--- src/hw/rtl/ugsh_pkg.sv ---
package ugsh_pkg;

    localparam int NUM_CELLS_DEF     = 1024;
    localparam int CELL_CAPACITY_DEF = 16;
    localparam int CORNERS           = 4;
    localparam int COORD_W           = 16;
    localparam int ID_W              = 16;
    localparam int DIM_W             = 11;
    localparam int CSIZE_W           = 16;
    localparam int QUO_W             = COORD_W + 1;
    localparam int FILL_W            = 5;
    localparam int QUEUE_DEPTH       = 2;

    typedef enum logic [1:0] {
        ACT_CLEAR  = 2'd0,
        ACT_INSERT = 2'd1,
        ACT_QUERY  = 2'd2,
        ACT_NONE   = 2'd3
    } t_action;

    localparam logic [1:0] REG_COLS  = 2'd0;
    localparam logic [1:0] REG_ROWS  = 2'd1;
    localparam logic [1:0] REG_CSIZE = 2'd2;

    typedef struct packed {
        logic full;
        logic empty;
    } t_qstat;

endpackage

--- src/hw/rtl/ugsh_queue.sv ---
module ugsh_queue import ugsh_pkg::*; #(
    parameter int W = 8
) (
    input  logic         i_clk,
    input  logic         i_rst_n,
    input  logic         i_push,
    input  logic [W-1:0] i_data,
    input  logic         i_pop,
    output logic [W-1:0] o_data,
    output t_qstat       o_stat
);
    localparam int PW = $clog2(QUEUE_DEPTH);
    localparam int CW = $clog2(QUEUE_DEPTH + 1);

    logic [W-1:0]  r_mem [QUEUE_DEPTH];
    logic [PW-1:0] r_wp, r_rp;
    logic [CW-1:0] r_cnt;

    assign o_data       = r_mem[r_rp];
    assign o_stat.full  = (r_cnt == CW'(QUEUE_DEPTH));
    assign o_stat.empty = (r_cnt == '0);

    always_ff @(posedge i_clk) begin
        if (i_push) begin
            r_mem[r_wp] <= i_data;
        end
    end

    always_ff @(posedge i_clk) begin
        if (!i_rst_n) begin
            r_wp  <= '0;
            r_rp  <= '0;
            r_cnt <= '0;
        end else begin
            if (i_push) begin
                r_wp <= (r_wp == PW'(QUEUE_DEPTH - 1)) ? '0 : r_wp + 1'b1;
            end
            if (i_pop) begin
                r_rp <= (r_rp == PW'(QUEUE_DEPTH - 1)) ? '0 : r_rp + 1'b1;
            end
            if (i_push && !i_pop) begin
                r_cnt <= r_cnt + 1'b1;
            end else if (!i_push && i_pop) begin
                r_cnt <= r_cnt - 1'b1;
            end
        end
    end
endmodule

--- config.mk ---
export PLATFORM = sky130hd
export DESIGN_NAME = ugsh_queue
export DESIGN_NICKNAME = d
export VERILOG_FILES = /design/src/hw/rtl/ugsh_pkg.sv /design/src/hw/rtl/ugsh_queue.sv
export SDC_FILE = /design/constraint.sdc
export NUM_CORES = 1
export LEC_CHECK = 0
export BUFFER_PORTS_ARGS = -buffer_cell sky130_fd_sc_hd__clkbuf_2
export CORE_ASPECT_RATIO = 1.4
export CORE_MARGIN = 4
export CORE_UTILIZATION = 30
export DETAILED_ROUTE_END_ITERATION = 8
export PLACE_DENSITY = 0.5
export SYNTH_ARGS = -nofsm -noshare
export SYNTH_HDL_FRONTEND = slang
export SYNTH_SLANG_ARGS = --single-unit
--- constraint.sdc ---
create_clock -name i_clk -period 1.4 [get_ports i_clk]
set_input_delay 0.07 -clock i_clk [delete_from_list [all_inputs] [get_ports i_clk]]
set_output_delay 0.07 -clock i_clk [all_outputs]
set_load 0.03 [all_outputs]
## Word-level counts from Yosys, hierarchy flattened

Memory sizes are Yosys's and may differ from the RTL's. A register that Yosys moved wholly into a read port is not among the register bits.
Index checks and enable logic that the tools add are counted.
W data, S select, Z words.

- Register bits: 4
- Memory bits (writable): 16
- Input bits: 12
- Output and inout port bits: 10
- Memories: 1

Memories:

| name | depth | width | rd ports | clocked after memory_dff | wr ports | line | source |
|---|---|---|---|---|---|---|---|
| r_mem | 2 | 8 | 1 | 1 | 1 | ugsh_queue.sv:15 | `logic [W-1:0] r_mem [QUEUE_DEPTH];` |

- Add/sub/neg operators: 4
- Eq/ne operators: 1
- Muxes and demuxes: 8
- Reduce and logical (&&, ||, !) cells: 6

Operator list:

| kind | count |
|---|---|
| $mux W1 | 6 |
| $mux W2 | 2 |
| $add A1 B1 Y1 const B | 2 |
| $add A2 B1 Y2 const B | 1 |
| $eq A2 B2 Y1 const B | 1 |
| $logic_and A1 B1 Y1 | 2 |
| $logic_not A1 Y1 | 2 |
| $logic_not A2 Y1 | 1 |
| $reduce_bool A2 Y1 | 1 |
| $sub A2 B1 Y2 const B | 1 |

## Logic depth before layout (Yosys ltp)

- Word-level depth: 4
- Depth in mapped cells: 5

## Worst setup path before layout

No wires, ideal clock.

- Path kind: register to register
- Start point: reg r_wp
- End point: mem r_mem[0][0] (enable)
- Setup time: 0.375 ns
- Arrival: 0.730 ns
- Required time: 1.025 ns
- Slack: 0.296 ns
- Cell stages (with the launch flop): 2
- Cells stage by stage: dfxtp_1 nor2b_1

RTL lines:

| what | line | source |
|---|---|---|
| start: declaration | ugsh_queue.sv:16 | `logic [PW-1:0] r_wp, r_rp;` |
| start signal: assignment | ugsh_queue.sv:36 | `r_wp <= (r_wp == PW'(QUEUE_DEPTH - 1)) ? '0 : r_wp + 1'b1;` |
| end: declaration | ugsh_queue.sv:15 |  |

Straight into the memory's write port.

==> impl_results.md <==
* Post-Synthesis Cells at 47
* Reg-to-reg endpoint: r_cnt[1]
* Register bit count reported by yosys at 21
* Area growth syn-to-layout at 32.8%
* Area leader, netlist: edfxtp_1
* Layout Utilization at 42.7%
* Status: completed
* Unique masters post-synth at 16
* Setup Viol. Count Final at 0
* Antenna cells at 0
* Commonest non-fill, non-tap cells in the layout: clkbuf_2 (21), edfxtp_1 (16), mux2_2 (8), dlygate4sd3_1 (8)
* CTS tree: built
* Clock skew at 0.00143 ns
* I/O Pins at 22
* Vias at 482
* Worst-path cell chain: mux2_2 > clkbuf_2
* Die Ht at 68.9 um
* DP Cell Count at 102
* Grt ovf at 0
* CP endpoint kind: primary output
* Starting DRT DRC Count at 4
* Worst vdd ir at 446 uV
* Synthesized area at 795 um^2
* Origin of the critical flop-to-flop path: r_cnt[0]
* Worst reg2reg path depth at 3
* Setup_tns at 0 ns
* PD cells at 1180 nW/um^2
* Final wirelength at 1.29 mm
* Layout cell share with drive strength beyond 1 at 43.8%
* CP Class: flip-flop to primary output
* Top-area cell type share of the netlist area at 60.5%
* Rel. slew slack at 75.5%
* Antenna-violating nets left at 0
* GPL Wtd Cong at 0.615
* Slowest stage delay, CP at 0.42 ns
* Worst setup endpoint: o_data[2]
* Reg-to-reg slack, setup at 0.34 ns
* Drt drc at 0
* Tcrit/Tclk final at 94.1%
* Fmax achieved at 759 MHz
* CTS sink count at 21
* Synth Area in Compound Gates at 2.52%
* Number of global-route vias before repair at 494
* Pin count of the biggest net entering global routing at 12
* Mean post-synth cell area at 16.9 um^2
* Final std cells w/o fill at 114
* Worst Tran Pin Value at 0.368 ns
* Worst-skew pair later-pin latency at 0.29 ns
* Area share of and/or/nand/nor cells after synthesis at 7.09%
* Final net count at 94
* Minimum clock period at 1.32 ns
* Total CTS buffers at 3
* Clock Root Buffer: clkbuf_4
* Top Family by Delay on Critical Path: flip-flops
* H-tree levels at 1
* Most common cell after layout, fill and taps aside: clkbuf_2
* Syn_nets at 60
* Row count at 21
* Pre-Repair DR Iteration Count at 3
* Post-synthesis sequential area ratio at 73.1%
* Via density at 4.23
* First-pass GRT wire length at 2.09 mm
* Crit-path max FO at 8
* Hold Vio Cnt, Final at 0
* Max_cap viols at 0
* Worst setup SP type: flip-flop
* Overall Global Routing Usage at 8.18%
* WP buf/inv at 1
* Dpl hpwl at 901 um
* Hold Crit Class: input port to flip-flop
* # Post-CTS Setup Buffers at 0
* Worst Path Arrival at 1.25 ns
* Top cells by area, synth: edfxtp_1 (60%), dfxtp_1 (13%), mux2_2 (11%), and2_1 (3.1%), xor2_1 (2.2%)
* CORE AREA at 2470 um^2
* Hold WS at 0.0280 ns
* Die X at 51.5 um
* Synth Area in Adders at 1.57%
* Xor-xnor portion of the synthesized cell area at 3.31%
* Slowest cell on crit path: dfxtp_4
* Worst Path Required at 1.33 ns
* Synthesis Warnings at 0
* Leakage power total at 0.420 nW
* Post-synthesis mux area share at 11.3%
* Critical path depth at 2
* IO buf count at 21
* Combinational family with the most area after synthesis: multiplexers
* Initial Utilization at 32.2%
* Routed wire per std cell at 11.3 um
* Initial antenna violation count at 0
* Full die area at 3550 um^2
* Unrepaired setup endpoints after global routing: no
* CTS clk-pin slew, worst paths at 0.10 ns
* Clock Path Buffers at 2
* Final Max Slew Viols at 0
==> cell usage after synthesis <==
cell	instances
edfxtp_1	16
mux2_2	8
dfxtp_1	5
and2_1	4
nor2b_1	2
xor2_1	2
a21boi_1	1
and2b_2	1
buf_2	1
ha_1	1
inv_1	1
nor2_1	1
o21a_1	1
o21ai_0	1
or3_1	1
xnor2_1	1
==> power by group <==
group / switching, mW / total, mW / internal (mW)
sequential: 0.0246 / 0.738 / 0.713
clock: 0.164 / 0.275 / 0.111
combinational: 0.130 / 0.232 / 0.102
==> how the worst min path moves through the flow <==
stage,depth (start not counted),startpoint,slack (ns),endpoint
floorplan,0,i_data[0],0.17,r_mem[0][0]
global placement,1,i_data[4],0.26,r_mem[0][4]
detailed placement,1,i_data[3],0.26,r_mem[0][3]
CTS,2,i_rst_n,0.02,r_wp
global route,2,i_rst_n,0.03,r_wp
finish,2,i_rst_n,0.03,r_wp
==> through the flow <==
step           total power, mW  area, um^2  setup slack (ns)
5_1_grt                   1.32        1050            0.0184
3_3_place_gp             0.965         945             0.224
3_5_place_dp             0.971         945             0.226
2_1_floorplan            0.900         795             0.296
6_report                  1.24        1050            0.0827
4_1_cts                   1.27        1050           0.00791
==> worst register-to-register path: cells and delay by family, from the launching register on <==
family,cells,cell delay (ns)
AOI/OAI and AO/OA,1,0.14
xor gates and xnor gates,1,0.18
DFF,1,0.37
and+or+nand+nor,1,0.31
==> cell families after synthesis <==
kind of cell	after synthesis
flops	21
buf+inv	2
compound gates	3
simple gates	9
fa+ha+maj	1
mux	8
xor+xnor	3
==> state kept, by name, summed over array words and instances, names as in the netlist, named ones only <==
| register | count |
|---|---|
| r_wp | 1 |
| r_mem | 16 |
| r_cnt | 2 |
| r_rp | 1 |
==> layout make-up <==
cell class,instances,area [um^2]
multi-input combinational,24,205
sequential,21,584
fill,259,1420
inverter,1,3.75
clock buffer,4,26.3
timing repair buffer,30,193
tap,34,42.5
==> per-layer routing <==
metal / GRT usage (%) / part of all wire, %
met5: 0 / 0
met4: 4.92 / 0.70
met3: 1.94 / 5.1
met2: 14.5 / 53
met1: 8.76 / 41
==> repair_timing <==
action | in CTS | in global routing
resized for setup | 1 | 1
endpoints found under the hold margin | 16 | 0
endpoints found under the setup margin | 8 | 8
hold buffers | 8 | 0
Note: power is estimated with default switching activity, not from simulation.
