<file path="config.mk">
export PLATFORM = sky130hd
export DESIGN_NAME = ugsh_front
export DESIGN_NICKNAME = d
export VERILOG_FILES = /design/src/hw/rtl/ugsh_pkg.sv /design/src/hw/rtl/ugsh_front.sv
export SDC_FILE = /design/constraint.sdc
export NUM_CORES = 1
export LEC_CHECK = 0
export ABC_AREA = 1
export BUFFER_PORTS_ARGS = -buffer_cell sky130_fd_sc_hd__buf_2
export CORE_ASPECT_RATIO = 1.75
export CORE_MARGIN = 3
export CORE_UTILIZATION = 40
export CTS_CLUSTER_SIZE = 24
export DETAILED_ROUTE_END_ITERATION = 10
export PLACE_DENSITY = 0.57
export RECOVER_POWER = 25
export SYNTH_ARGS = -nofsm -noshare
export SYNTH_HDL_FRONTEND = slang
export SYNTH_SLANG_ARGS = --single-unit
</file>
<file path="constraint.sdc">
create_clock -name i_clk -period 12.1 [get_ports i_clk]
set_input_delay 0.605 -clock i_clk [delete_from_list [all_inputs] [get_ports i_clk]]
set_output_delay 0.605 -clock i_clk [all_outputs]
set_load 0.005 [all_outputs]
</file>
<file path="src/hw/rtl/ugsh_pkg.sv">
package ugsh_pkg;

    localparam int NUM_CELLS_DEF     = 1024;
    localparam int CELL_CAPACITY_DEF = 16;
    localparam int CORNERS           = 4;
    localparam int COORD_W           = 16;
    localparam int ID_W              = 16;
    localparam int DIM_W             = 11;
    localparam int CSIZE_W           = 16;
    localparam int QUO_W             = COORD_W + 1;
    localparam int FILL_W            = 5;
    localparam int QUEUE_DEPTH       = 2;

    typedef enum logic [1:0] {
        ACT_CLEAR  = 2'd0,
        ACT_INSERT = 2'd1,
        ACT_QUERY  = 2'd2,
        ACT_NONE   = 2'd3
    } t_action;

    localparam logic [1:0] REG_COLS  = 2'd0;
    localparam logic [1:0] REG_ROWS  = 2'd1;
    localparam logic [1:0] REG_CSIZE = 2'd2;

    typedef struct packed {
        logic full;
        logic empty;
    } t_qstat;

endpackage

</file>
<file path="src/hw/rtl/ugsh_front.sv">
module ugsh_front import ugsh_pkg::*; #(
    parameter int NUM_CELLS = NUM_CELLS_DEF,
    parameter int ENT_W     = 2 + 3 + CORNERS * $clog2(NUM_CELLS) + ID_W
) (
    input  logic               i_clk,
    input  logic               i_rst_n,
    input  logic               i_start,
    input  logic               i_init,
    output logic               o_busy,
    input  logic [1:0]         i_action,
    input  logic [COORD_W-1:0] i_box_x,
    input  logic [COORD_W-1:0] i_box_y,
    input  logic [COORD_W-1:0] i_box_width,
    input  logic [COORD_W-1:0] i_box_height,
    input  logic [ID_W-1:0]    i_item_id,
    input  logic               i_cfg_valid,
    input  logic [1:0]         i_cfg_index,
    input  logic [CSIZE_W-1:0] i_cfg_data,
    input  t_qstat             i_qstat,
    output logic               o_push,
    output logic [ENT_W-1:0]   o_push_data
);
    localparam int CW  = $clog2(NUM_CELLS);
    localparam int CNW = $clog2(NUM_CELLS + 1);
    localparam int PRW = QUO_W + DIM_W;

    typedef struct packed {
        logic [1:0]                  act;
        logic [2:0]                  n;
        logic [CORNERS-1:0][CW-1:0]  cells;
        logic [ID_W-1:0]             id;
    } t_ent;

    typedef enum logic [2:0] {F_IDLE, F_DIV, F_MUL, F_CHK, F_PUSH} t_fstate;

    t_fstate                 r_state;
    logic [DIM_W-1:0]        r_cols, r_rows;
    logic [CSIZE_W-1:0]      r_csize;
    logic [CNW-1:0]          r_cnt;
    logic [1:0]              r_act;
    logic [ID_W-1:0]         r_id;
    logic [QUO_W-1:0]        r_dvd [CORNERS];
    logic [QUO_W-1:0]        r_q   [CORNERS];
    logic [QUO_W-1:0]        r_dq;
    logic [CSIZE_W-1:0]      r_rem;
    logic [1:0]              r_k;
    logic [4:0]              r_bit;
    logic [PRW-1:0]          r_prod;
    logic [CW-1:0]           r_cells [CORNERS];
    logic [2:0]              r_n;

    logic [CSIZE_W-1:0]      cs;
    logic [QUO_W-1:0]        trial;
    logic                    ge;
    logic [QUO_W-1:0]        qx, qy;
    logic [PRW:0]            idx;
    logic                    in_grid, dup;
    logic [2*DIM_W-1:0]      area;
    logic                    accept;
    t_ent                    ent;

    assign cs     = (r_csize == '0) ? CSIZE_W'(1) : r_csize;
    assign trial  = {r_rem, r_dq[QUO_W-1]};
    assign ge     = trial >= {1'b0, cs};
    assign qx     = (r_k == 2'd1 || r_k == 2'd2) ? r_q[1] : r_q[0];
    assign qy     = r_k[1] ? r_q[3] : r_q[2];
    assign idx    = {1'b0, r_prod} + (PRW + 1)'(qx);
    assign in_grid = idx < (PRW + 1)'(r_cnt);
    assign area   = (2*DIM_W)'(r_cols) * (2*DIM_W)'(r_rows);
    assign o_busy = (r_state != F_IDLE) || i_init;
    assign accept = i_start && !o_busy;
    assign o_push = (r_state == F_PUSH) && !i_qstat.full;

    always_comb begin
        dup = 1'b0;
        for (int k = 0; k < CORNERS; k++) begin
            if (3'(k) < r_n && r_cells[k] == idx[CW-1:0]) begin
                dup = 1'b1;
            end
        end
        ent.act = r_act;
        ent.n   = r_n;
        ent.id  = r_id;
        for (int k = 0; k < CORNERS; k++) begin
            ent.cells[k] = r_cells[k];
        end
        o_push_data = ent;
    end

    always_ff @(posedge i_clk) begin
        if (!i_rst_n) begin
            r_state <= F_IDLE;
            r_cols  <= DIM_W'(32);
            r_rows  <= DIM_W'(32);
            r_csize <= CSIZE_W'(32);
            r_cnt   <= '0;
        end else begin
            if (32'(area) > 32'(NUM_CELLS)) begin
                r_cnt <= CNW'(NUM_CELLS);
            end else begin
                r_cnt <= CNW'(area);
            end
            if (i_cfg_valid) begin
                unique case (i_cfg_index)
                    REG_COLS:  r_cols  <= i_cfg_data[DIM_W-1:0];
                    REG_ROWS:  r_rows  <= i_cfg_data[DIM_W-1:0];
                    REG_CSIZE: r_csize <= i_cfg_data;
                    default: ;
                endcase
            end
            unique case (r_state)
                F_IDLE: begin
                    if (accept) begin
                        r_act    <= i_action;
                        r_id     <= i_item_id;
                        r_dvd[0] <= QUO_W'(i_box_x);
                        r_dvd[1] <= QUO_W'(i_box_x) + QUO_W'(i_box_width);
                        r_dvd[2] <= QUO_W'(i_box_y);
                        r_dvd[3] <= QUO_W'(i_box_y) + QUO_W'(i_box_height);
                        r_dq     <= QUO_W'(i_box_x);
                        r_rem    <= '0;
                        r_k      <= '0;
                        r_bit    <= '0;
                        r_n      <= '0;
                        if (i_action == ACT_INSERT || i_action == ACT_QUERY) begin
                            r_state <= F_DIV;
                        end else begin
                            r_state <= F_PUSH;
                        end
                    end
                end
                F_DIV: begin
                    if (r_bit == 5'(QUO_W - 1)) begin
                        r_q[r_k] <= {r_dq[QUO_W-2:0], ge};
                        r_rem    <= '0;
                        r_bit    <= '0;
                        if (r_k == 2'(CORNERS - 1)) begin
                            r_k     <= '0;
                            r_state <= F_MUL;
                        end else begin
                            r_k  <= r_k + 1'b1;
                            r_dq <= r_dvd[r_k + 1'b1];
                        end
                    end else begin
                        r_rem <= ge ? CSIZE_W'(trial - {1'b0, cs}) : trial[CSIZE_W-1:0];
                        r_dq  <= {r_dq[QUO_W-2:0], ge};
                        r_bit <= r_bit + 1'b1;
                    end
                end
                F_MUL: begin
                    r_prod  <= PRW'(qy) * PRW'(r_cols);
                    r_state <= F_CHK;
                end
                F_CHK: begin
                    if (in_grid && !dup) begin
                        r_cells[r_n[1:0]] <= idx[CW-1:0];
                        r_n               <= r_n + 1'b1;
                    end
                    if (r_k == 2'(CORNERS - 1)) begin
                        r_state <= F_PUSH;
                    end else begin
                        r_k     <= r_k + 1'b1;
                        r_state <= F_MUL;
                    end
                end
                F_PUSH: begin
                    if (!i_qstat.full) begin
                        r_state <= F_IDLE;
                    end
                end
                default: r_state <= F_IDLE;
            endcase
        end
    end
endmodule

</file>
Yosys cells after proc, flatten, opt, wreduce, memory -nomap -nowiden
Memory sizes are Yosys's and may differ from the RTL's.
Index checks and enable logic that the tools add are counted.
{"block": "classes", "n_reduce_logical": 31, "n_addsub": 7, "n_mul": 2, "bitwise_logic": 1, "n_lt_le_gt_ge": 7, "n_eq_ne": 23, "n_mux": 46}
{"cell": "$mux 17", "n": 5}
{"cell": "$mux 16", "n": 4}
{"cell": "$eq 10x10->1", "n": 4}
{"cell": "$add 16x16->17", "n": 2}
{"cell": "$pmux 17 s2", "n": 1}
{"cell": "$pmux 16 s2", "n": 1}
{"cell": "$add 28x17->29", "n": 1}
{"cell": "$lt 29x11->1", "n": 1}
{"cell": "$mul 17x11->28", "n": 1}
{"cell": "$mux 3", "n": 8}
{"cell": "$gt 22x11->1 const B", "n": 1}
{"cell": "$mul 11x11->22", "n": 1}
{"cell": "$ge 17x16->1", "n": 1}
{"cell": "$logic_not 16->1", "n": 1}
{"cell": "$mux 1", "n": 16}
{"cell": "$sub 16x16->16", "n": 1}
{"cell": "$pmux 3 s5", "n": 1}
{"cell": "$ne 2x2->1 const B", "n": 6}
{"cell": "$reduce_and 4->1", "n": 3}
{"cell": "$mux 11", "n": 1}
{"cell": "$mux 5", "n": 2}
{"cell": "$pmux 5 s2", "n": 1}
{"cell": "$eq 2x2->1 const B", "n": 4}
{"cell": "$mux 2", "n": 4}
{"cell": "25 further kinds", "n": 46}
{"block": "totals", "mem_count": 3, "reg_bits": 141, "ramBits": 176, "out_inout_bits": 63, "word_cells": 134}
{"memory": "r_dvd", "words": 4, "word_bits": 17, "rd": 1, "rd_ports_with_merged_regs": 0, "write_ports": 4, "line": "ugsh_front.sv:42", "source": "logic [QUO_W-1:0] r_dvd [CORNERS];"}
{"memory": "r_q", "words": 4, "word_bits": 17, "rd": 4, "rd_ports_with_merged_regs": 0, "write_ports": 1, "line": "ugsh_front.sv:43", "source": "logic [QUO_W-1:0] r_q [CORNERS];"}
{"memory": "r_cells", "words": 4, "word_bits": 10, "rd": 4, "rd_ports_with_merged_regs": 0, "write_ports": 1, "line": "ugsh_front.sv:49", "source": "logic [CW-1:0] r_cells [CORNERS];"}

Depth between registers and ports, before layout
Gate-level depths: netlist of the first run.
{"block": "depth", "ltp_word": 16, "ltp_mapped": 34, "ltp_nobuf": 28}

Least setup slack after synthesis of the first run
OpenSTA, ideal clock, no wires.
{"block": "synth_path", "path_kind": "input to register", "from": "input i_rst_n", "to": "memory r_dvd[0][0] in the netlist's numbering, enable pin", "arrival_ns": 5.713, "slack_ns": 5.802, "cell_stages": 3, "setup_time_ns": 0.585, "cell_sequence": "buf_2 -> inv_1 -> nor3b_1"}
{"item": "start: declaration", "line": "ugsh_front.sv:6", "source": "input logic i_rst_n,"}
{"item": "end: declaration", "line": "ugsh_front.sv:42"}

Final worst setup path of the first run
{"block": "layout_path", "from": "register r_k[1]", "to": "memory r_cells[3][8] in the netlist's numbering, enable pin"}
{"block": "layout_between", "elab_chain_len": 16, "elab_cells_between_ends": 24, "cone_classes": "add/sub (1); order compare (1); eq/ne (6); mux (9); reduce/logical (7)"}
{"item": "start: declaration", "line": "ugsh_front.sv:46", "source": "logic [1:0] r_k;"}
{"item": "start signal: assignment", "line": "ugsh_front.sv:141", "source": "r_k <= r_k + 1'b1;"}
{"item": "start signal: assignment", "line": "ugsh_front.sv:162", "source": "r_k <= r_k + 1'b1;"}
{"item": "$eq 2x1->1 / $eq 2x2->1 (equally long branches)", "line": "ugsh_front.sv:65", "source": "assign qx = (r_k == 2'd1 || r_k == 2'd2) ? r_q[1] : r_q[0];"}
{"item": "$logic_or 1x1->1 (*)", "line": "ugsh_front.sv:65"}
{"item": "$mux 17 (*)", "line": "ugsh_front.sv:65"}
{"item": "$add 28x17->29 (*)", "line": "ugsh_front.sv:67", "source": "assign idx = {1'b0, r_prod} + (PRW + 1)'(qx);"}
{"item": "via idx[8]", "line": "ugsh_front.sv:56", "source": "logic [PRW:0] idx;"}
{"item": "parallel branches: the longest is 7 deep, another holds $lt 29x11->1"}
{"item": "$logic_and 1x1->1 (*)", "line": "ugsh_front.sv:155", "source": "if (in_grid && !dup) begin"}
{"item": "$mux 1 (*)", "line": "ugsh_front.sv:155"}
{"item": "$mux 1 (*)", "line": "ugsh_front.sv:111", "source": "unique case (r_state)"}
{"item": "$mux 1 (*)", "line": "ugsh_front.sv:91", "source": "if (!i_rst_n) begin"}
{"item": "$mux 1 (implied by the code) (*)", "line": "ugsh_front.sv:156", "source": "r_cells[r_n[1:0]] <= idx[CW-1:0];"}
{"item": "end: declaration", "line": "ugsh_front.sv:49"}
Mark *: on every way through the listed nets, which the timed path passes.

==> results of run 1 <==
worst paths after layout:
| check | slack, ps | to | from | cells past startpoint |
|---|---|---|---|---|
| max | 4840 | r_cells[3][8] | r_k[1] | 27 |
| min | 160 | r_id[15] | i_item_id[15] | 1 |
| max reg2reg | 4840 | r_cells[3][8] | r_k[1] | 27 |
| min reg2reg | 480 | r_csize[14] | r_csize[14] | 2 |
kinds of logic after synthesis:
| logic type | Yosys count | share of synthesized area (%) |
|---|---|---|
| AO/OA/AOI/OAI | 349 | 7.27 |
| XOR/XNOR | 92 | 3.09 |
| adder cells (fa/ha/maj) | 429 | 26.6 |
| buffers and inverters | 650 | 9.30 |
| flip-flops | 315 | 34.0 |
| AND/OR/NAND/NOR | 1252 | 19.7 |
through the flow:
| step | cells | hold slack (ps) | utilization, % | setup slack, ps | total power [uW] |
|---|---|---|---|---|---|
| floorplan | 3087 | 447 | - | 5800 | 2660 |
| global placement | 4015 | 472 | 43.5 | 4850 | 3210 |
| detailed placement | 4015 | 473 | 43.5 | 4790 | 3230 |
| CTS | 4069 | 120 | 45.1 | 4790 | 4230 |
| global route | 4072 | 130 | 45.0 | 4190 | 4500 |
| finish | 4072 | 158 | 45.0 | 4840 | 4190 |
critical path, delay by kind of cell (launching register included):
kind / cells / cell delay (ps)
simple gates: 14 / 2630
fa+ha+maj: 4 / 1440
buf+inv: 5 / 1080
flops: 1 / 830
compound gates: 3 / 440
xor+xnor: 1 / 430
metal layers:
| layer | vias up | part of all wire (%) | GRT usage [%] |
|---|---|---|---|
| li1 | 10108 | - | - |
| met3 | 155 | 3.5 | 1.83 |
| met4 | 2 | 5.6 | 9.81 |
| met1 | 9741 | 37 | 22.2 |
| met5 | - | 0.019 | 0 |
| met2 | 482 | 54 | 38.9 |
power by group through the flow:
stage          Sequential (uW)  Combinational [uW]  Clock, uW
6_report                  1390                1810        989
5_1_grt                   1390                2050       1060
4_1_cts                   1390                1830       1010
3_5_place_dp              1410                1820          0
3_3_place_gp              1410                1800          0
2_1_floorplan             1380                1280          0
final cells by class:
| type | instances | area, sq um | area share [%] |
|---|---|---|---|
| Clock buffer | 34 | 766 | 2.63 |
| Antenna cell | 3 | 7.51 | 0.0258 |
| Inverter | 569 | 2140 | 7.34 |
| Sequential cell | 315 | 8940 | 30.7 |
| Clock inverter | 20 | 259 | 0.890 |
| Tap cell | 812 | 1020 | 3.49 |
| Multi-Input combinational cell | 2122 | 15000 | 51.4 |
| Timing Repair Buffer | 197 | 1010 | 3.49 |
sequential cells by signal, summed over array words and instances (netlist names), 3 cells and up:
register,flops
r_q,68
r_dvd,66
r_cells,40
r_prod,28
r_dq,17
r_csize,16
r_id,16
r_rem,16
r_cnt,11
r_cols,11
r_rows,11
r_bit,5
r_n,3
r_state,3
Yosys cell counts, drive strengths merged:
| master | n | area (sq um) |
|---|---|---|
| a21oi | 171 | 860 |
| o211ai | 6 | 45.0 |
| a21boi | 4 | 30.0 |
| nand4 | 25 | 156 |
| clkbuf | 72 | 270 |
| and3b | 1 | 8.76 |
| o21ai | 120 | 601 |
| edfxtp | 263 | 7900 |
| a31oi | 6 | 37.5 |
| xnor2 | 34 | 298 |
| ha | 211 | 2640 |
| o22ai | 9 | 56.3 |
| nand3 | 123 | 631 |
| fa | 218 | 4360 |
| nor4 | 12 | 81.3 |
| xor2 | 58 | 516 |
| buf | 9 | 38.8 |
| a21o | 3 | 22.5 |
| clkinv | 3 | 11.3 |
| o31ai | 2 | 15.0 |
| nand3b | 21 | 158 |
| o41ai | 1 | 8.76 |
| nor3 | 21 | 105 |
| a41o | 1 | 10.0 |
| nand2 | 768 | 2920 |
| inv | 566 | 2120 |
| a221oi | 8 | 70.1 |
| o21a | 1 | 7.51 |
| nor3b | 2 | 15.0 |
| nor2 | 254 | 961 |
| a211oi | 1 | 7.51 |
| dfxtp | 52 | 1040 |
| o21bai | 7 | 52.6 |
| a221o | 8 | 80.1 |
| a2111oi | 1 | 8.76 |
| or2 | 24 | 150 |
| and2 | 1 | 6.26 |
==> results.sh, run 1 <==
export IMPL_wirelength_um=70200
export IMPL_hp_class="in -> reg"
export IMPL_antenna_found_initial=4
export IMPL_synthCells=3087
export IMPL_start_util_pct=40.7
export IMPL_pin_count=170
export IMPL_vias_per_cell=5.03
export IMPL_track_usage_pct=20.4
export IMPL_cp_common_cell="nand2_1"
export IMPL_dpl_cell_area_sq_mm=0.0281
export IMPL_io_buffers=168
export IMPL_worst_skew_pair_late_latency_ps=620
export IMPL_p_leak_uw=0.0141
export IMPL_dp_hpwl_um=56700
export IMPL_numCtsBuffers=30
export IMPL_cts_tree="built"
export IMPL_clockBufferDepth=3
export IMPL_crit_required_ps=12340
export IMPL_yosysWarnings=0
export IMPL_clkPwrFrac_pct=23.6
export IMPL_startpoint_type="flip-flop"
export IMPL_core_sq_mm=0.0646
export IMPL_grt_overflow=0
export IMPL_die_h_um=345
export IMPL_maxSlewHeadroom_pct=-61.9
export IMPL_period_needed_ps=7260
export IMPL_synth_cell_types=47
export IMPL_ir_worst_vdd_mv=0.153
export IMPL_syn_area_per_cell_sq_um=8.52
export IMPL_path_clk_slew_ps=60
export IMPL_maxCapViolations=1
export IMPL_final_fill_count=6430
export IMPL_seqPwrFrac_pct=33.1
export IMPL_power_density_mw_per_mm2=144
export IMPL_sw_frac_of_total_pct=40.0
export IMPL_syn_num_nets=3623
export IMPL_die_x_um=200
export IMPL_path_class="reg -> reg"
export IMPL_cts_resized=0
export IMPL_detail_route_wl_per_cell_um=17.2
export IMPL_final_cell_mix="756 x nand2_1, 562 x inv_1, 263 x edfxtp_1"
export IMPL_fin_area_sq_mm=0.0291
export IMPL_cts_sinks=315
export IMPL_synth_seq_cells=315
export IMPL_switching_power_uw=1670
export IMPL_hold_buffers=0
export IMPL_setup_violations=0
export IMPL_max_stage_delay_ps=1040
export IMPL_drv_slew=46
export IMPL_final_common_cell="nand2_1"
export IMPL_cp_end_kind="flip-flop"
export IMPL_drive_gt1_share_pct=8.04
export IMPL_hold_viol=0
export IMPL_grt_pass1_vias=20834
export IMPL_tns_ps=0
export IMPL_timing_fmax_mhz=138
export IMPL_fin_nets=3771
export IMPL_worstPathMaxFanout=34
export IMPL_cts_setup_buffers=0
export IMPL_htree_levels=1
export IMPL_ys_seq_area_share_pct=34.0
export IMPL_fin_crit_sh_pct=60.0
export IMPL_grt_max_degree=67
export IMPL_clock_skew_ps=53.6
export IMPL_violations="max-capacitance violations, max-slew violations"
export IMPL_place_congestion=0.917
export IMPL_dieArea_sq_mm=0.0690
export IMPL_vias=20488
export IMPL_rsz0062_at_grt="no"
export IMPL_worst_pin_slew_ps=2430
export IMPL_outcome="finished, violations left"
export IMPL_drt_iter0_drc=870
export IMPL_clockRootBuffer="clkbuf_16"
export IMPL_cp_slowest_cell="nor2_1"
export IMPL_p_int_uw=2510
export IMPL_grt_pass1_wl_um=111000
export IMPL_drc=0
export IMPL_arrival_ps=7500
export IMPL_syn2layout_area_growth_pct=10.6
export IMPL_firstDrtPassIters=5
export IMPL_synthesis_area_sq_mm=0.0263
export IMPL_num_rows=123
export IMPL_ant_nets=0
export IMPL_p_comb_share_pct=43.3
No activity file was read; power rests on OpenSTA's default activity.
==> run 2: changes to the inputs <==
--- a/config.mk
+++ b/config.mk
@@ -5,14 +5,14 @@
 export SDC_FILE = /design/constraint.sdc
 export NUM_CORES = 1
 export LEC_CHECK = 0
-export ABC_AREA = 1
+export ABC_AREA = 0
 export BUFFER_PORTS_ARGS = -buffer_cell sky130_fd_sc_hd__buf_2
 export CORE_ASPECT_RATIO = 1.75
 export CORE_MARGIN = 3
 export CORE_UTILIZATION = 40
 export CTS_CLUSTER_SIZE = 24
 export DETAILED_ROUTE_END_ITERATION = 10
-export PLACE_DENSITY = 0.57
+export PLACE_DENSITY = 0.59
 export RECOVER_POWER = 25
 export SYNTH_ARGS = -nofsm -noshare
 export SYNTH_HDL_FRONTEND = slang
==> constraint.sdc (replaced) <==
create_clock -name i_clk -period 6.5 [get_ports i_clk]
set_input_delay 0.325 -clock i_clk [delete_from_list [all_inputs] [get_ports i_clk]]
set_output_delay 0.325 -clock i_clk [all_outputs]
set_load 0.005 [all_outputs]
==> run 2 against run 1 <==
The run still ends with max-capacitance violations, max-slew violations left. Fmax grew 15%. Power grew 40%. Largest power group is now sequential cells. Largest cell class unchanged. Cell count shrank 12%. Area after synthesis shrank 1.3%. Utilization grew 1.2 points. Sequential share of layout area shrank 0.38 points.
==> results.sh, run 2 <==
export IMPL_final_cell_mix="313 x inv_1, 309 x nand2_1, 263 x edfxtp_1"
export IMPL_syn_area_per_cell_sq_um=10.3
export IMPL_startpoint_type="flip-flop"
export IMPL_cts_sinks=315
export IMPL_ys_seq_area_share_pct=34.4
export IMPL_fin_nets=3270
export IMPL_dieArea_sq_mm=0.0681
export IMPL_grt_overflow=0
export IMPL_path_class="reg -> reg"
export IMPL_num_rows=122
export IMPL_largest_reg_flops=68
export IMPL_p_leak_uw=0.0129
export IMPL_firstDrtPassIters=5
export IMPL_fin_crit_sh_pct=96.8
export IMPL_maxSlewHeadroom_pct=-40.6
export IMPL_dpl_cell_area_sq_mm=0.0280
export IMPL_synthArstFlopShare_pct=0
export IMPL_antenna_cells=0
export IMPL_synthCells=2527
export IMPL_ir_worst_vdd_mv=0.202
export IMPL_largest_register="r_q"
export IMPL_antenna_found_initial=1
export IMPL_synth_cell_types=75
export IMPL_synth_most_common_cell="inv_1"
export IMPL_synthTopCellsByArea="edfxtp_1 30%, fa_1 17%, ha_1 10%"
export IMPL_post_place_ws_ps=-25.2
export IMPL_cts_tree="built"
export IMPL_min_from="i_cfg_data[11]"
export IMPL_hold_viol=0
export IMPL_synthFlopType="edfxtp_1"
export IMPL_grt_pass1_vias=20236
export IMPL_hp_class="in -> reg"
export IMPL_clockBufferDepth=3
export IMPL_ant_nets=0
export IMPL_rrSetupSlack_ps=210
export IMPL_numCtsBuffers=35
export IMPL_syn_num_nets=3063
export IMPL_whs_endpoint="r_csize[11]"
export IMPL_clock_skew_ps=17.3
export IMPL_yosysTopAreaCell="edfxtp_1"
export IMPL_die_x_um=199
export IMPL_r2r_start="r_k[1]"
export IMPL_synth_edf_count=263
export IMPL_drv_slew=38
export IMPL_outcome="finished, violations left"
export IMPL_setup_violations=0
export IMPL_pin_count=170
export IMPL_violations="max-capacitance violations, max-slew violations"
export IMPL_yosysWarnings=0
export IMPL_io_buffers=168
export IMPL_grt_max_degree=67
export IMPL_place_congestion=0.919
export IMPL_grt_pass1_wl_um=107000
export IMPL_r2r_end="r_prod[27]"
export IMPL_worst_pin_slew_ps=2110
export IMPL_worst_slack_ps=208
export IMPL_final_common_cell="inv_1"
export IMPL_fin_area_sq_mm=0.0295
export IMPL_period_needed_ps=6290
export IMPL_arrival_ps=6570
export IMPL_worstPathMaxFanout=11
export IMPL_vias=18911
export IMPL_worst_skew_pair_late_latency_ps=540
export IMPL_synth_top_area_share_pct=30.4
export IMPL_vias_per_cell=5.30
export IMPL_start_util_pct=40.7
export IMPL_track_usage_pct=19.9
export IMPL_crit_required_ps=6780
export IMPL_die_h_um=343
export IMPL_final_util_pct=46.2
export IMPL_detail_route_wl_per_cell_um=18.8
export IMPL_wirelength_um=67200
export IMPL_cp_end_kind="flip-flop"
export IMPL_maxCapViolations=1
export IMPL_yosys_top_cells_count="313 x inv_1, 309 x nand2_1, 263 x edfxtp_1"
export IMPL_reg2reg_depth=23
export IMPL_drc=0
export IMPL_htree_levels=2
export IMPL_clockRootBuffer="clkbuf_16"
export IMPL_synth_seq_cells=315
export IMPL_min_path_cells=3
export IMPL_dp_hpwl_um=54000
export IMPL_drt_iter0_drc=861
export IMPL_core_sq_mm=0.0638
export IMPL_syn2layout_area_growth_pct=13.6
export IMPL_power_density_mw_per_mm2=198
export IMPL_timing_fmax_mhz=159
export IMPL_drive_gt1_share_pct=12.6
export IMPL_synthesis_area_sq_mm=0.0260
export IMPL_path_clk_slew_ps=60
run 2: cell count changes after synthesis, moves of 76 or more:
cell,previous run,this run
nand3_1,120,37
inv_1,562,313
nand2_1,756,309
a21oi_1,170,94
nor2_1,251,142
and2_1,1,146
run 2: worst max path at each step:
| stage | start | endpoint | slack [ps] | cells after the start |
|---|---|---|---|---|
| after floorplan | r_k[1] | r_prod[26] | -70 | 23 |
| after global placement | r_cols[7] | r_cnt[9] | 40 | 21 |
| after detailed placement | r_k[1] | r_prod[26] | -30 | 23 |
| after CTS | r_k[1] | r_prod[26] | 30 | 22 |
| after global routing | r_k[1] | r_prod[27] | -20 | 22 |
| final | r_k[1] | r_prod[27] | 210 | 23 |
run 2: through the flow:
step           cells  hold slack [ps]  setup TNS, ps  power (uW)
6_report        3565             26.8              0        5850
3_5_place_dp    3468              460          -25.2        4000
5_1_grt         3565             10.2          -17.1        6160
3_3_place_gp    3468              446              0        3970
2_1_floorplan   2527              424          -71.3        3530
4_1_cts         3564            0.674              0        5910
run 2: metal layers:
metal / track usage (%) / share of wire [%] / vias up
li1: - / - / 8955
met1: 21.5 / 36 / 9373
met2: 38.6 / 55 / 444
met3: 2.09 / 3.4 / 137
met4: 8.72 / 4.8 / 2
met5: 0 / 0.019 / -
run 2: area by class of cell:
cell class                 instances  area [sq um]
timing repair buffer             278          1740
fill                            5968         34300
tap                              806          1010
clock buffer                      47           947
sequential                       315          8950
multi-input combinational       1791         15500
clock inverter                    15           125
inverter                         313          1170
run 2: report_power, final:
group	internal, uW	switching (uW)	total, uW
combinational	640	891	1530
sequential	2370	78.5	2440
clock	1040	830	1870
total	4050	1800	5850
run 2: repair_timing:
| action | 4_1_cts | 5_1_grt |
|---|---|---|
| hold endpoints to repair | 34 | 1 |
| pin swaps | 0 | 4 |
| gates resized for setup | 3 | 22 |
| endpoints found under the setup margin | 2 | 56 |
| setup buffers | 0 | 0 |
| hold buffers | 34 | 1 |
run 2: critical path, cell delays in order (launching register included):
cell	delay, ps
edfxtp_1	380
buf_12	160
mux2_2	390
and2_1	190
fa_1	560
fa_1	450
fa_1	550
inv_1	60
fa_1	530
inv_1	60
fa_1	470
ha_1	310
buf_4	120
and3_1	220
o21ai_1	120
a21oi_2	200
o211ai_1	160
o22ai_1	270
o41ai_2	100
buf_4	160
o211a_1	220
o21bai_1	140
a21oi_1	90
xnor2_1	130
run 2: cells by family after synthesis:
family | count (synthesis) | share of synthesized area, %
AOI/OAI and AO/OA | 338 | 8.79
xor gates and xnor gates | 124 | 4.34
muxes | 91 | 4.45
and+or+nand+nor | 809 | 14.9
buffers and inverters | 421 | 6.11
DFF | 315 | 34.4
adders and majority gates | 429 | 27.0
